[src/hdl/aogu_pkg.sv]
package aogu_pkg;

  localparam int CompW = 32;
  localparam int ProdW = 64;
  localparam int DotW  = 67;
  localparam int PpW   = 65;
  localparam int SumW  = 101;
  localparam int SpW   = 66;
  localparam int WideW = 168;
  localparam int GradW = 48;

  localparam logic REG_STIFFNESS = 1'b0;
  localparam logic REG_VOLUME    = 1'b1;

  localparam logic [31:0] STIFFNESS_RESET = 32'd0;
  localparam logic [31:0] VOLUME_RESET    = 32'h0001_0000;

  typedef logic [2:0][2:0][CompW-1:0] mat_t;
  typedef logic [2:0][2:0][DotW-1:0]  dmat_t;
  typedef logic [2:0][2:0][SumW-1:0]  smat_t;
  typedef logic [2:0][2:0][GradW-1:0] gmat_t;

  typedef struct packed {
    logic s7;
    logic s6;
    logic s5;
    logic s4;
    logic s3;
    logic s2;
    logic s1;
  } en_t;

endpackage

[src/hdl/aogu_cfg.sv]
module aogu_cfg (
  input  logic        clk_i,
  input  logic        rst_ni,
  input  logic        psel,
  input  logic        penable,
  input  logic        pwrite,
  input  logic [2:0]  paddr,
  input  logic [31:0] pwdata,
  output logic [31:0] prdata,
  output logic        pready,
  output logic [63:0] scale_o
);

  logic [31:0] stiffness_q;
  logic [31:0] volume_q;
  logic [63:0] scale_q;
  logic        wr_en;
  logic        idx;

  assign idx    = paddr[2];
  assign pready = 1'b1;
  assign wr_en  = psel && penable && pwrite && pready;

  always_ff @(posedge clk_i or negedge rst_ni) begin
    if (!rst_ni) begin
      stiffness_q <= aogu_pkg::STIFFNESS_RESET;
      volume_q    <= aogu_pkg::VOLUME_RESET;
      scale_q     <= '0;
    end else begin
      if (wr_en && idx == aogu_pkg::REG_STIFFNESS) stiffness_q <= pwdata;
      if (wr_en && idx == aogu_pkg::REG_VOLUME)    volume_q    <= pwdata;
      // The product follows the registers in the next cycle, long before
      // an item reaches the stage that uses it.
      scale_q <= stiffness_q * volume_q;
    end
  end

  always_comb begin
    case (idx)
      aogu_pkg::REG_STIFFNESS: prdata = stiffness_q;
      aogu_pkg::REG_VOLUME:    prdata = volume_q;
      default:                 prdata = '0;
    endcase
  end

  assign scale_o = scale_q;

endmodule

[config.mk]
export PLATFORM = sky130hd
export DESIGN_NAME = aogu_cfg
export DESIGN_NICKNAME = d
export VERILOG_FILES = /design/src/hdl/aogu_pkg.sv /design/src/hdl/aogu_cfg.sv
export SDC_FILE = /design/constraint.sdc
export NUM_CORES = 2
export LEC_CHECK = 0
export BUFFER_PORTS_ARGS = -buffer_cell sky130_fd_sc_hd__buf_2
export CAP_MARGIN = 10
export CORE_MARGIN = 5
export CORE_UTILIZATION = 45
export DETAILED_ROUTE_END_ITERATION = 10
export SYNTH_ARGS = -nofsm -noshare
export SYNTH_HDL_FRONTEND = slang
export SYNTH_SLANG_ARGS = --single-unit
[constraint.sdc]
create_clock -name clk_i -period 20.4 [get_ports clk_i]
set_clock_uncertainty 0.2 [all_clocks]
set_input_delay 1.02 -clock clk_i [delete_from_list [all_inputs] [get_ports clk_i]]
set_output_delay 1.02 -clock clk_i [all_outputs]
set_load 0.02 [all_outputs]
# ---- Word level (Yosys, flattened, before mapping)
# Index checks and enable logic that the tools add are counted.
dict set report word_totals {
  mem_bits_ro 0
  reg_bits 128
  latchBits 0
  mem_count 0
  word_cells 10
  output_inout_bits 97
  ramBits 0
}
dict set report op_classes {
  n_reduce_logical 4
  addsub 0
  n_div 0
  muxes 1
  n_eq_ne 0
  shift 0
  n_lt_le_gt_ge 0
  bitwise_logic 1
  mul 1
}
# cell count
set op_table {}
lappend op_table {{$mul A32 B32 Y64} 1}
lappend op_table {{$pmux W32 S2} 1}
lappend op_table {{$logic_and A1 B1 Y1} 4}
lappend op_table {{$not A1 Y1} 1}

# ---- Logic depth before layout (Yosys ltp)
dict set report logic_depth {
  word_depth 3
  depth_mapped 29
}

# ---- Worst setup path after synthesis
# OpenSTA, ideal clock, no wires.
dict set report synth_path {
  kind {flip-flop to flip-flop}
  startpoint {register stiffness_q[25]}
  endpoint {register scale_q[62], in the netlist scale_o[62]}
  period_less_slack_ps 7495
  path_stages_with_launch 26
  path_slack_ps 12905
  required_time_ps 20121
  setup_time_ps 79
  t_arrival_ps 7216
  cell_sequence {dfrtp_1 clkbuf_1 nand2_1 fa_1 inv_1 fa_1 inv_1 fa_1 inv_1 fa_1 fa_1 fa_1 fa_1 inv_1 fa_1 inv_1 ha_1 clkbuf_1 nand4_1 or4_1 or3_1 a31oi_1 a31o_2 a211oi_1 o21ai_1 xor2_1}
}
dict set report synth_via {
  elab_chain_len 1
}
# element line_no
set synth_lines {}
lappend synth_lines {{from (decl)} aogu_cfg.sv:14} ;# logic [31:0] stiffness_q;
lappend synth_lines {{from (signal assigned)} aogu_cfg.sv:26} ;# stiffness_q <= aogu_pkg::STIFFNESS_RESET;
lappend synth_lines {{from (signal assigned)} aogu_cfg.sv:30} ;# if (wr_en && idx == aogu_pkg::REG_STIFFNESS) stiffness_q <= pwdata;
lappend synth_lines {{$mul A32 B32 Y64} aogu_cfg.sv:34} ;# scale_q <= stiffness_q * volume_q;
lappend synth_lines {{to (signal assigned)} aogu_cfg.sv:34}
lappend synth_lines {{to (decl)} aogu_cfg.sv:16} ;# logic [63:0] scale_q;
# Every way passes these cells.
# A chain may end at the register's enable or synchronous reset.

# ---- Worst setup path in the final report
dict set report layout_path {
  startpoint {register volume_q[11]}
  endpoint {register scale_q[62], in the netlist scale_o[62]}
}
dict set report layout_via {
  elab_chain_len 1
}
# element line_no
set layout_lines {}
lappend layout_lines {{from (decl)} aogu_cfg.sv:15} ;# logic [31:0] volume_q;
lappend layout_lines {{from (signal assigned)} aogu_cfg.sv:27} ;# volume_q <= aogu_pkg::VOLUME_RESET;
lappend layout_lines {{from (signal assigned)} aogu_cfg.sv:31} ;# if (wr_en && idx == aogu_pkg::REG_VOLUME) volume_q <= pwdata;
lappend layout_lines {{$mul A32 B32 Y64} aogu_cfg.sv:34}
# Every way passes these cells.

==> impl_metrics.py <==
metrics = {
    "critical_path": {
        "cp-startpoint": "volume_q[11]$_DFFE_PN0P_",
        "crit_end": "scale_o[62]$_DFF_PN0_",
        "crit_path_max_fanout": 21,
        "r2r-end": "scale_o[62]$_DFF_PN0_",
        "timing.rr.start": "volume_q[11]$_DFFE_PN0P_",
        "critPathRequiredTime_ns": 20.59,
        "reg2reg_setup_slack_ns": 11.38,
        "crit_type": "flop to flop",
        "cp-start-kind": "flop",
        "reg2regPathDepth": 24,
        "cp-end-kind": "flop",
        "worstPathArrival_ns": 9.21,
    },
    "die": {
        "core-area_um2": 83300,
        "die_x_um": 299,
        "ios": 137,
        "die-area_um2": 89600,
        "fp.dieH_um": 299,
        "start_util_pct": 45.2,
        "row_count": 106,
    },
    "synthesis": {
        "synth.ff_latch_count": 128,
        "synthFlopType": "dfrtp_1",
        "yosys_warnings": 0,
        "synth.distinct_cells": 60,
        "muxShareOfSynthArea_pct": 2.90,
        "seq_area_frac_synth_pct": 8.51,
        "syn_nets": 5125,
        "synth_compound_area_share_pct": 3.60,
        "synth_most_common_cell": "fa_1",
        "synth_xor_area_share_pct": 1.40,
        "ys_top_cells_by_area": "fa_1, and2_1, ha_1, inv_1, dfrtp_1",
        "yosysTopAreaCell": "fa_1",
        "synth-edff-count": 0,
        "synth_top_family_by_area": "adder cells",
        "yosys.area_share.adder_pct": 56.4,
        "syn_area_um2": 37700,
        "yosys.area_share.simple_pct": 16.2,
        "async_flop_share_pct": 100,
        "synth_cells": 3926,
        "synthTopCellsByCount": "fa_1, inv_1, and2_1",
        "synth_top_area_share_pct": 47.6,
        "postSynthAreaPerCell_um2": 9.59,
    },
    "run": {
        "drv_cap": 0,
    },
    "cts": {
        "cts_setup_buffers": 0,
        "clkLatencyLatePin_ns": 0.48,
        "numCtsBuffers": 17,
        "root_buffer": "clkbuf_16",
        "cts_tree": "built",
        "htree_levels": 4,
        "cts_resized": 0,
        "clk_pin_slew_ns": 0.06,
        "cts_max_path_buffers": 2,
        "cts.sinks": 128,
        "postCtsHoldBufs": 0,
    },
    "timing": {
        "drv_slew": 0,
        "rsz0062_at_grt": "no",
        "hold_violations": 0,
        "setup-tns-final_ns": 0,
        "fin_crit_sh_pct": 44.2,
        "slew_headroom_pct": 30.4,
        "final-setup-viol-count": 0,
        "max_freq_mhz": 111,
        "finalCriticalPeriod_ns": 9.02,
        "max_slew.worst_pin.slew_ns": 1.04,
        "whs_ns": 0.333,
    },
    "grt": {
        "grt_pass1_wl_um": 170000,
        "antenna_found_initial": 4,
        "gr-usage-all-layers_pct": 24.7,
        "grt_max_degree": 69,
        "overflow": 0,
        "grt_pass1_vias": 29100,
    },
    "drt": {
        "dr_total_vias": 26400,
        "drc": 0,
        "viasPerCell": 5.30,
        "detail-route-antenna-nets": 0,
        "avgRoutedWirePerCell_um": 21.3,
        "drt-pass1-iter-count": 5,
        "drtIter0Drc": 1417,
        "wl_um": 106000,
    },
    "layout": {
        "drive_above_1_share_pct": 8.91,
        "area_growth_pct": 5.49,
        "final_net_count": 5081,
        "multi_input_area_um2": 30300,
        "fill_cells": 8010,
        "regArea_um2": 3240,
    },
    "worst_hold_path": {
        "min_path_type": "input pin to asynchronous set/reset pin",
    },
    "placed_design": {
        "io_buffers": 133,
        "gp_congestion": 0.859,
        "dp_hpwl_um": 79900,
    },
    "outcome": {
        "status": "completed",
    },
}
metrics by stage:
stage / std cells / util [%] / instance area, µm² / setup WS [ns]
floorplan: 3926 / - / 37700 / 12.90
global placement: 4943 / 47.0 / 39100 / 11.42
detailed placement: 4943 / 47.0 / 39100 / 11.41
CTS: 4975 / 47.7 / 39700 / 11.40
global route: 4975 / 47.7 / 39700 / 10.97
finish: 4976 / 47.7 / 39700 / 11.38
how the worst min path moves through the flow:
stage	cells past startpoint	endpoint	slack, ns
floorplan	1	volume_q[14]$_DFFE_PN0P_	0.36
global placement	1	volume_q[25]$_DFFE_PN0P_	0.31
detailed placement	1	volume_q[24]$_DFFE_PN0P_	0.33
CTS	1	scale_o[11]$_DFF_PN0_	0.34
global route	1	scale_o[8]$_DFF_PN0_	0.38
finish	1	scale_o[11]$_DFF_PN0_	0.33
kinds of logic after synthesis:
kind of cell,after synthesis
compound gates,204
xor+xnor,60
fa+ha+maj,1159
buf+inv,1101
flops,128
mux,97
other cells,1
simple gates,1176
flip-flops by register name, summed over array words and instances, names as in the netlist:
signal / count
stiffness_q: 32
volume_q: 32
scale_o: 64
placed cells by master, fill, tap and decap left out, types with 10 or more instances in the layout:
cell type,n
a21o_1,37
a21oi_1,68
and2_1,601
and3_1,15
buf_2,132
buf_4,41
clkbuf_16,17
dfrtp_1,95
dfrtp_2,32
fa_1,896
ha_1,263
inv_1,864
mux2_2,96
nand2_1,475
nand3_1,10
nand4_1,25
nor2_1,19
o21a_1,10
o21ai_0,30
xnor2_1,34
xor2_1,26
area by class of cell:
class	instances	area share (%)
clock buffers	20	1.12
inverters	864	8.16
multi-input cells	2697	76.3
repair buffers	174	2.47
clock inverters	12	0.356
diodes	1	0.00630
flip-flops and latches	128	8.17
well taps	1080	3.40
routing by layer:
metal / up-vias / GRT usage [%] / wire, µm
li1: 11400 / - / -
met1: 14000 / 30.8 / 41400
met2: 795 / 43.8 / 54700
met3: 189 / 3.37 / 5620
met4: 6 / 9.45 / 4390
met5: - / 0 / 43
critical path, cell delays in order, from the launching register on:
cell and delay, ns:
dfrtp_1 0.90, buf_4 0.40, nand2_1 0.12, fa_1 0.56
inv_1 0.06, fa_1 0.51, inv_1 0.07, fa_1 0.52
inv_1 0.05, fa_1 0.47, fa_1 0.58, fa_1 0.43
fa_1 0.49, inv_1 0.05, fa_1 0.61, inv_1 0.07
ha_1 0.43, nand4_1 0.24, or4_1 0.49, or3_1 0.39
a31oi_1 0.49, a31o_2 0.30, a211oi_1 0.12, o21ai_1 0.17
xor2_1 0.21
Power is left out: the tool's default activity adds up to more than one toggle a clock period on the data nets, which glitch-free logic cannot reach.
